--- config.mk ---
export PLATFORM = sky130hd
export DESIGN_NAME = json_string_unescape_utf8_core
export DESIGN_NICKNAME = d
export VERILOG_FILES = /design/src/hw/rtl/jsu_pkg.sv /design/src/hw/rtl/json_string_unescape_utf8_core.sv /design/src/hw/rtl/jsu_front.sv /design/src/hw/rtl/jsu_queue.sv /design/src/hw/rtl/jsu_back.sv
export SDC_FILE = /design/constraint.sdc
export NUM_CORES = 1
export LEC_CHECK = 0
export BUFFER_PORTS_ARGS = -buffer_cell sky130_fd_sc_hd__buf_2
export CORE_AREA = 2 2 197 199
export CTS_BUF_LIST = sky130_fd_sc_hd__clkbuf_4 sky130_fd_sc_hd__clkbuf_8
export DETAILED_ROUTE_END_ITERATION = 8
export DIE_AREA = 0 0 199 201
export SLEW_MARGIN = 30
export SYNTH_ARGS = -nofsm -noshare
export SYNTH_HDL_FRONTEND = slang
export SYNTH_SLANG_ARGS = --single-unit
--- constraint.sdc ---
create_clock -name clk -period 12.4 [get_ports clk]
set_input_delay 1.24 -clock clk [delete_from_list [all_inputs] [get_ports clk]]
set_output_delay 1.24 -clock clk [all_outputs]
set_load 0.02 [all_outputs]
--- src/hw/rtl/jsu_pkg.sv ---
// Shared types and codes for the JSON string unescaper.
// Used by the front parser, the command queue, the result sequencer and the top level.
`timescale 1ns / 1ps
`default_nettype none

package jsu_pkg;

  // Kind of one result word.
  localparam logic [1:0] KIND_BYTE = 2'd0;
  localparam logic [1:0] KIND_DONE = 2'd1;
  localparam logic [1:0] KIND_ERR  = 2'd2;

  // What follows the content bytes of one command.
  localparam logic [1:0] TAIL_NONE = 2'd0;
  localparam logic [1:0] TAIL_DONE = 2'd1;
  localparam logic [1:0] TAIL_ERR  = 2'd2;

  // One command: up to four content bytes, sent first to last, then an optional status.
  typedef struct packed {
    logic [2:0]      nbytes;
    logic [3:0][7:0] bytes;
    logic [1:0]      tail;
  } cmd_t;

endpackage

`default_nettype wire

--- src/hw/rtl/json_string_unescape_utf8_core.sv ---
// Top level of the JSON string unescaper with UTF-8 output.
// Instantiates jsu_front, jsu_queue and jsu_back; depends on jsu_pkg.
`timescale 1ns / 1ps
`default_nettype none

// Channel   Direction  Handshake            Word
// input     in         in_valid / in_stall  in_byte, end_of_buffer
// output    out        out_valid / out_stall out_kind, out_byte, last_of_run
//
// The front parser takes one input word per cycle while the command queue has room.
// Each input word becomes at most one command; the back side emits one result word
// per cycle while out_stall is low, so a word that expands to n results (up to five) holds
// the back until all n of them have been emitted.
// Reset is synchronous and active high; it returns the parser to waiting for an
// opening quote and empties the queue and the output stage.
// in_stall rises only when the four-entry queue is full; out_stall freezes the output register.

module json_string_unescape_utf8_core (
  input  wire logic       clk,
  input  wire logic       rst,
  input  wire logic       in_valid,
  output logic            in_stall,
  input  wire logic [7:0] in_byte,
  input  wire logic       end_of_buffer,
  output logic            out_valid,
  input  wire logic       out_stall,
  output logic [1:0]      out_kind,
  output logic [7:0]      out_byte,
  output logic            last_of_run
);
  import jsu_pkg::*;

  logic accept;
  cmd_t front_cmd;
  logic front_cmd_valid;
  logic queue_full;
  logic queue_empty;
  logic queue_pop;
  cmd_t head_cmd;

  // The front stalls only on a full queue, whatever the output side is doing.
  assign in_stall = queue_full;
  assign accept   = in_valid && !queue_full;

  // Parser state machine: classifies each byte and builds the command for it.
  jsu_front u_front (
    .clk           (clk),
    .rst           (rst),
    .accept        (accept),
    .in_byte       (in_byte),
    .end_of_buffer (end_of_buffer),
    .cmd           (front_cmd),
    .cmd_valid     (front_cmd_valid)
  );

  // Short queue that decouples parsing from multi-byte result expansion.
  jsu_queue u_queue (
    .clk      (clk),
    .rst      (rst),
    .push     (front_cmd_valid),
    .push_cmd (front_cmd),
    .full     (queue_full),
    .pop      (queue_pop),
    .head_cmd (head_cmd),
    .empty    (queue_empty)
  );

  // Sequencer that emits the content bytes and the closing status of each command.
  jsu_back u_back (
    .clk         (clk),
    .rst         (rst),
    .head_cmd    (head_cmd),
    .empty       (queue_empty),
    .pop         (queue_pop),
    .out_valid   (out_valid),
    .out_stall   (out_stall),
    .out_kind    (out_kind),
    .out_byte    (out_byte),
    .last_of_run (last_of_run)
  );

endmodule

`default_nettype wire

--- src/hw/rtl/jsu_front.sv ---
// Front parser: accepts input words, runs the string state machine and turns each
// word into at most one command for the queue. Depends on jsu_pkg.
`timescale 1ns / 1ps
`default_nettype none

module jsu_front (
  input  wire logic          clk,
  input  wire logic          rst,
  input  wire logic          accept,
  input  wire logic [7:0]    in_byte,
  input  wire logic          end_of_buffer,
  output jsu_pkg::cmd_t      cmd,
  output logic               cmd_valid
);
  import jsu_pkg::*;

  localparam logic [2:0] PH_IDLE = 3'd0;
  localparam logic [2:0] PH_BODY = 3'd1;
  localparam logic [2:0] PH_ESC  = 3'd2;
  localparam logic [2:0] PH_HEX1 = 3'd3;
  localparam logic [2:0] PH_BS2  = 3'd4;
  localparam logic [2:0] PH_U2   = 3'd5;
  localparam logic [2:0] PH_HEX2 = 3'd6;

  localparam logic [7:0] CH_QUOTE  = 8'h22;
  localparam logic [7:0] CH_SLASH  = 8'h2F;
  localparam logic [7:0] CH_BSLASH = 8'h5C;
  localparam logic [7:0] CH_B      = 8'h62;
  localparam logic [7:0] CH_F      = 8'h66;
  localparam logic [7:0] CH_N      = 8'h6E;
  localparam logic [7:0] CH_R      = 8'h72;
  localparam logic [7:0] CH_T      = 8'h74;
  localparam logic [7:0] CH_U      = 8'h75;

  localparam logic [15:0] HIGH_SURR_LO = 16'hD800;
  localparam logic [15:0] HIGH_SURR_HI = 16'hDBFF;
  localparam logic [20:0] SUPP_BASE    = 21'h10000;
  localparam logic [20:0] ONE_BYTE_MAX = 21'h7F;
  localparam logic [20:0] TWO_BYTE_MAX = 21'h7FF;

  logic [2:0]  phase, phase_next;
  logic [1:0]  digit_count, digit_count_next;
  logic [15:0] first_unit, first_unit_next;
  logic [15:0] second_unit, second_unit_next;

  logic        is_hex;
  logic [3:0]  hex_val;
  logic [15:0] unit;
  logic [20:0] pair_cp;
  logic        closed;

  // UTF-8 encoding of a code point of up to 21 bits, at most four bytes.
  function automatic cmd_t utf8_cmd(input logic [20:0] cp);
    cmd_t r;
    r = '0;
    r.tail = TAIL_NONE;
    if (cp <= ONE_BYTE_MAX) begin
      r.nbytes   = 3'd1;
      r.bytes[0] = cp[7:0];
    end else if (cp <= TWO_BYTE_MAX) begin
      r.nbytes   = 3'd2;
      r.bytes[0] = {3'b110, cp[10:6]};
      r.bytes[1] = {2'b10, cp[5:0]};
    end else if (cp < SUPP_BASE) begin
      r.nbytes   = 3'd3;
      r.bytes[0] = {4'b1110, cp[15:12]};
      r.bytes[1] = {2'b10, cp[11:6]};
      r.bytes[2] = {2'b10, cp[5:0]};
    end else begin
      r.nbytes   = 3'd4;
      r.bytes[0] = {5'b11110, cp[20:18]};
      r.bytes[1] = {2'b10, cp[17:12]};
      r.bytes[2] = {2'b10, cp[11:6]};
      r.bytes[3] = {2'b10, cp[5:0]};
    end
    return r;
  endfunction

  always_comb begin
    is_hex  = 1'b1;
    hex_val = 4'd0;
    if (in_byte >= 8'h30 && in_byte <= 8'h39) begin
      hex_val = 4'(in_byte - 8'h30);
    end else if (in_byte >= 8'h61 && in_byte <= 8'h66) begin
      hex_val = 4'(in_byte - 8'h57);
    end else if (in_byte >= 8'h41 && in_byte <= 8'h46) begin
      hex_val = 4'(in_byte - 8'h37);
    end else begin
      is_hex = 1'b0;
    end
  end

  always_comb begin
    phase_next       = phase;
    digit_count_next = digit_count;
    first_unit_next  = first_unit;
    second_unit_next = second_unit;
    cmd              = '0;
    cmd.tail         = TAIL_NONE;
    closed           = 1'b0;
    unit             = {((phase == PH_HEX1) ? first_unit[11:0] : second_unit[11:0]), hex_val};
    pair_cp          = SUPP_BASE + {1'b0, first_unit[9:0], unit[9:0]};

    case (phase)
      PH_BODY: begin
        if (in_byte == CH_BSLASH) begin
          phase_next = PH_ESC;
        end else if (in_byte == CH_QUOTE) begin
          cmd.tail   = TAIL_DONE;
          phase_next = PH_IDLE;
          closed     = 1'b1;
        end else begin
          cmd.nbytes   = 3'd1;
          cmd.bytes[0] = in_byte;
        end
      end
      PH_ESC: begin
        phase_next = PH_BODY;
        cmd.nbytes = 3'd1;
        case (in_byte)
          CH_QUOTE, CH_SLASH, CH_BSLASH: cmd.bytes[0] = in_byte;
          CH_B: cmd.bytes[0] = 8'h08;
          CH_F: cmd.bytes[0] = 8'h0C;
          CH_N: cmd.bytes[0] = 8'h0A;
          CH_R: cmd.bytes[0] = 8'h0D;
          CH_T: cmd.bytes[0] = 8'h09;
          CH_U: begin
            cmd.nbytes       = 3'd0;
            phase_next       = PH_HEX1;
            digit_count_next = 2'd0;
            first_unit_next  = '0;
          end
          default: begin
            cmd.nbytes = 3'd0;
            cmd.tail   = TAIL_ERR;
            phase_next = PH_IDLE;
            closed     = 1'b1;
          end
        endcase
      end
      PH_HEX1, PH_HEX2: begin
        if (!is_hex) begin
          cmd.tail   = TAIL_ERR;
          phase_next = PH_IDLE;
          closed     = 1'b1;
        end else begin
          if (phase == PH_HEX1) begin
            first_unit_next = unit;
          end else begin
            second_unit_next = unit;
          end
          if (digit_count != 2'd3) begin
            digit_count_next = digit_count + 2'd1;
          end else begin
            digit_count_next = 2'd0;
            if (phase == PH_HEX1) begin
              if (unit >= HIGH_SURR_LO && unit <= HIGH_SURR_HI) begin
                phase_next = PH_BS2;
              end else begin
                cmd        = utf8_cmd({5'd0, unit});
                phase_next = PH_BODY;
              end
            end else begin
              cmd        = utf8_cmd(pair_cp);
              phase_next = PH_BODY;
            end
          end
        end
      end
      PH_BS2: begin
        if (in_byte == CH_BSLASH) begin
          phase_next = PH_U2;
        end else begin
          cmd.tail   = TAIL_ERR;
          phase_next = PH_IDLE;
          closed     = 1'b1;
        end
      end
      PH_U2: begin
        if (in_byte == CH_U) begin
          phase_next       = PH_HEX2;
          digit_count_next = 2'd0;
          second_unit_next = '0;
        end else begin
          cmd.tail   = TAIL_ERR;
          phase_next = PH_IDLE;
          closed     = 1'b1;
        end
      end
      default: begin
        if (in_byte == CH_QUOTE) begin
          phase_next = PH_BODY;
        end else begin
          cmd.tail   = TAIL_ERR;
          phase_next = PH_IDLE;
          closed     = 1'b1;
        end
      end
    endcase

    // The buffer ran out while the string is still open.
    if (end_of_buffer && !closed && phase_next != PH_IDLE) begin
      cmd.tail   = TAIL_ERR;
      phase_next = PH_IDLE;
    end

    cmd_valid = accept && (cmd.nbytes != 3'd0 || cmd.tail != TAIL_NONE);
  end

  always_ff @(posedge clk) begin
    if (rst) begin
      phase       <= PH_IDLE;
      digit_count <= 2'd0;
      first_unit  <= '0;
      second_unit <= '0;
    end else if (accept) begin
      phase       <= phase_next;
      digit_count <= digit_count_next;
      first_unit  <= first_unit_next;
      second_unit <= second_unit_next;
    end
  end

endmodule

`default_nettype wire

--- src/hw/rtl/jsu_queue.sv ---
// Four-entry command queue between the front parser and the result sequencer.
// Depends on jsu_pkg for the command type.
`timescale 1ns / 1ps
`default_nettype none

module jsu_queue (
  input  wire logic          clk,
  input  wire logic          rst,
  input  wire logic          push,
  input  wire jsu_pkg::cmd_t push_cmd,
  output logic               full,
  input  wire logic          pop,
  output jsu_pkg::cmd_t      head_cmd,
  output logic               empty
);
  import jsu_pkg::*;

  cmd_t       entries [4];
  logic [1:0] wr_ptr;
  logic [1:0] rd_ptr;
  logic [2:0] count;

  assign full     = (count == 3'd4);
  assign empty    = (count == 3'd0);
  assign head_cmd = entries[rd_ptr];

  always_ff @(posedge clk) begin
    if (push) begin
      entries[wr_ptr] <= push_cmd;
    end
  end

  always_ff @(posedge clk) begin
    if (rst) begin
      wr_ptr <= 2'd0;
      rd_ptr <= 2'd0;
      count  <= 3'd0;
    end else begin
      if (push) begin
        wr_ptr <= wr_ptr + 2'd1;
      end
      if (pop) begin
        rd_ptr <= rd_ptr + 2'd1;
      end
      if (push && !pop) begin
        count <= count + 3'd1;
      end else if (pop && !push) begin
        count <= count - 3'd1;
      end
    end
  end

endmodule

`default_nettype wire

--- src/hw/rtl/jsu_back.sv ---
// Result sequencer: walks the command at the head of the queue one result word
// per cycle, unless the output stalls, into a registered output stage. Depends on jsu_pkg.
`timescale 1ns / 1ps
`default_nettype none

module jsu_back (
  input  wire logic          clk,
  input  wire logic          rst,
  input  wire jsu_pkg::cmd_t head_cmd,
  input  wire logic          empty,
  output logic               pop,
  output logic               out_valid,
  input  wire logic          out_stall,
  output logic [1:0]         out_kind,
  output logic [7:0]         out_byte,
  output logic               last_of_run
);
  import jsu_pkg::*;

  logic [2:0] idx;
  logic       load;
  logic [1:0] kind_next;
  logic [7:0] byte_next;
  logic       final_next;

  always_comb begin
    if (idx < head_cmd.nbytes) begin
      kind_next  = KIND_BYTE;
      byte_next  = head_cmd.bytes[idx[1:0]];
      final_next = (idx + 3'd1 == head_cmd.nbytes) && (head_cmd.tail == TAIL_NONE);
    end else begin
      kind_next  = (head_cmd.tail == TAIL_DONE) ? KIND_DONE : KIND_ERR;
      byte_next  = 8'd0;
      final_next = 1'b1;
    end
  end

  assign load = !empty && (!out_valid || !out_stall);
  assign pop  = load && final_next;

  always_ff @(posedge clk) begin
    if (rst) begin
      idx       <= 3'd0;
      out_valid <= 1'b0;
    end else begin
      if (load) begin
        idx       <= final_next ? 3'd0 : idx + 3'd1;
        out_valid <= 1'b1;
      end else if (!out_stall) begin
        out_valid <= 1'b0;
      end
    end
  end

  always_ff @(posedge clk) begin
    if (load) begin
      out_kind    <= kind_next;
      out_byte    <= byte_next;
      last_of_run <= final_next;
    end
  end

endmodule

`default_nettype wire

==> out/summary.txt <==
Status -> complete, no violations
Minimum clock period after layout -> 5.16 ns
Internal -> 0.00109 W
Ys async rst share -> 0%
Clk pwr share -> 24.5%
CP startpoint -> in_byte[0]
Post-CTS Hold Buffers -> 0
Normalized max-slew margin -> 37.6%
Post-Route WL -> 24600 um
Logic gate share of total power -> 25.4%
Syn nets -> 797
Hold Vio Cnt, Final -> 0
Largest net degree at the start of global routing -> 44
Compound-Gate Fraction of Synth Area -> 11.8%
Die Ht -> 201 um
Vias in the first global route -> 6416
R2r setup slk -> 7.42 ns
CTS buffer count -> 17
Worst-margin pin slew -> 0.936 ns
Post-synth EDFFs -> 143
Worst r2r src -> u_front.phase[2]
Post-Place Worst Slack -> 6.80 ns
Max Buffers Root-to-Sink -> 2
DR WL/cell -> 18.9 um
Mux share of post-synthesis cell area -> 12.0%
Max-cap violations -> 0
CTS H-tree depth -> 4
Synthesized area -> 9410 um2
Synth cell types -> 81
Gr ovfl total -> 0
Clock skew -> 0.0320 ns
Pwr Density -> 152 nW/um2
P_leak -> 3.49 nW
Post-DP HPWL -> 17000 um
Critical Path AT -> 5.55 ns
Port bufs -> 25
Final #Nets -> 799
CTS Root Cell -> clkbuf_8
Most frequent cells in the layout -> edfxtp_1, nor2_1, nand2_1
Largest family of logic cells by synthesized area -> simple AND/OR/NAND/NOR gates
Simple-gate share of the synthesized area -> 15.3%
Kind of critical path -> input port to register
CTS resizes -> 0
Power Total -> 0.00158 W
Synth Warn # -> 0
DRC -> 0
Cells along the critical path -> buf_2 > inv_1 > ha_1 > nor3b_2 > nor3_4 > a22o_4 > and4bb_1 > a21oi_1 > nand3_1 > a41oi_4 > ha_1 > inv_1 > fa_1 > xor2_1 > or3_1 > a21oi_1
First-pass GRT wire length -> 38500 um
Post-Route Utilization -> 27.3%
Cell family with most CP delay -> simple AND/OR/NAND/NOR gates
Initial Utilization -> 24.7%
Mapped Cells -> 767
CP Buf/Inv Count -> 3
Sequential Power Share -> 50.0%
R2r endpoint -> u_queue.count[2]
Slew Limit Fails -> 0
Core box area -> 38100 um2
Final setup fails -> 0
Commonest non-fill, non-tap cell in the layout -> edfxtp_1
Number of antenna violations at the first check in global routing -> 0
Global-route usage over all layers -> 12.6%
Top_reg_cell synth -> edfxtp_1
RSZ-0062 raised after global routing -> no
Detailed Routing Iterations Pass 1 -> 5
Setup TNS Final -> 0 ns
Avg Inst Size Synth -> 12.3 um2
Share of cells above drive strength 1 -> 18.4%
Sequential share of the synthesized area -> 54.6%
Clk slew on worst S/H paths -> 0.10 ns
Post-Synth XOR/XNOR Area -> 1.02%
Top achievable clock speed -> 194 MHz
Ports -> 26
R2R depth -> 14
Switch Pwr -> 0.000492 W
Final period util -> 41.6%
Placer Congestion -> 0.946
Via count -> 6454
Worst ir drop on vdd -> 0.0000824 V
Cells after DPL -> 1268
Crit end category -> register
WP data required -> 12.79 ns
Clk sinks -> 185
Via-to-Cell Ratio -> 4.96
Crit path depth -> 16
DRT iter0 DRCs -> 450
Slowest stage delay, CP -> 0.51 ns
Postcts setup bufs -> 0
Hold Crit Class -> register to register
Final ANT Viol Nets -> 0
Latest clock arrival within the worst-skew pair -> 0.48 ns
Switching Share -> 31.1%
Final worst setup slack -> 7.24 ns
Critical Path End -> u_queue.count[2]
Post-synthesis register bit count -> 185
Die W -> 199 um
Critical Path Fanout Max -> 9
TritonCTS clock tree -> done
Non-Filler Instances -> 1301
Adder-cell share of the synthesized area -> 2.34%
Die area -> 40000 um2
Slowest CP cell -> a21oi_1
Type of origin of the critical path -> input port
Placement Rows -> 72
Area growth syn-to-layout -> 10.8%
[area by class of cell]
| class | count | area [um2] |
|---|---|---|
| fill | 3915 | 27700 |
| sequential | 185 | 5140 |
| multi-input combinational | 514 | 4000 |
| tap | 518 | 648 |
| clock buffer | 17 | 234 |
| timing repair buffer | 32 | 178 |
| clock inverter | 15 | 153 |
| inverter | 19 | 71.3 |
| antenna | 1 | 2.50 |
[metrics by stage]
step           area (um2)  hold slack [ns]
2_1_floorplan        9410            0.436
4_1_cts             10400            0.480
3_3_place_gp        10000            0.446
6_report            10400            0.471
3_5_place_dp        10000            0.464
5_1_grt             10400            0.502
[cell usage after synthesis (4+ instances only)]
cell,instances,area (um2)
mux2_2,4,45.0
dfxtp_1,42,841
or2_2,6,37.5
edfxtp_1,143,4290
o221ai_1,4,35.0
a21oi_1,49,245
nor3_1,24,120
nor3b_1,5,37.5
mux2i_1,15,150
nand3b_1,5,37.5
nand2_1,55,206
a31oi_1,8,50.1
buf_2,4,20.0
and3_1,7,43.8
clkbuf_1,40,150
nand2b_1,10,62.6
inv_1,19,71.3
xor2_1,7,61.3
o22ai_1,6,37.5
nor2b_1,12,75.1
nand4_1,9,56.3
or3_1,14,87.6
o21ai_0,26,130
a211oi_1,11,82.6
nand3_1,12,60.1
ha_1,16,200
nor4_1,5,31.3
nor2_1,64,240
xnor2_1,4,35.0
a32oi_1,8,70.1
o211ai_1,9,67.6
mux4_2,40,901
and2_1,10,62.6
[flip-flops by register name, indices dropped and copies added, names as in the netlist, named ones only]
register / cells
u_queue.entries: 132
u_back.out_kind: 2
u_queue.count: 3
u_front.first_unit: 12
u_queue.rd_ptr: 2
u_back.out_valid: 1
u_back.last_of_run: 1
u_front.digit_count: 2
u_back.out_byte: 8
u_queue.wr_ptr: 2
u_front.phase: 3
u_front.second_unit: 12
u_back.idx: 3
[power groups by stage]
| stage | Combinational (W) | Sequential [W] | Clock (W) |
|---|---|---|---|
| 2_1_floorplan | 0.000289 | 0.000814 | 0 |
| 3_3_place_gp | 0.000408 | 0.000806 | 0 |
| 3_5_place_dp | 0.000414 | 0.000808 | 0 |
| 4_1_cts | 0.000416 | 0.000793 | 0.000397 |
| 5_1_grt | 0.000447 | 0.000800 | 0.000424 |
| 6_report | 0.000402 | 0.000791 | 0.000388 |
[worst min-delay path by stage]
stage	startpoint	end	slack [ns]	cells after the start
after global routing	u_front.digit_count[1]	u_front.digit_count[1]	0.50	2
after CTS	u_front.digit_count[1]	u_front.digit_count[1]	0.48	2
final	u_front.digit_count[1]	u_front.digit_count[1]	0.47	2
after global placement	u_front.digit_count[1]	u_front.digit_count[1]	0.45	2
after detailed placement	u_front.digit_count[1]	u_front.digit_count[1]	0.46	2
after floorplan	u_front.digit_count[1]	u_front.digit_count[1]	0.44	2
[cells by family after synthesis]
| logic type | count (synthesis) |
|---|---|
| buf+inv | 68 |
| compound gates | 159 |
| xor+xnor | 11 |
| fa+ha+maj | 17 |
| flops | 185 |
| simple gates | 266 |
| mux | 61 |
[metal layers]
layer | up-vias | wire length [um] | share of wire (%) | GRT usage [%]
met5 | - | 0 | 0 | 0
met4 | 0 | 866 | 3.5 | 4.85
met3 | 52 | 1330 | 5.4 | 2.42
met2 | 253 | 11300 | 46 | 19.3
met1 | 3191 | 11100 | 45 | 17.6
li1 | 2958 | - | - | -
[worst min-delay path, cell delays in order (launching register included)]
cell and delay, ns:
dfxtp_1 0.33, nand2_1 0.05, a21oi_1 0.05
No activity file was read; power rests on OpenSTA's default activity.
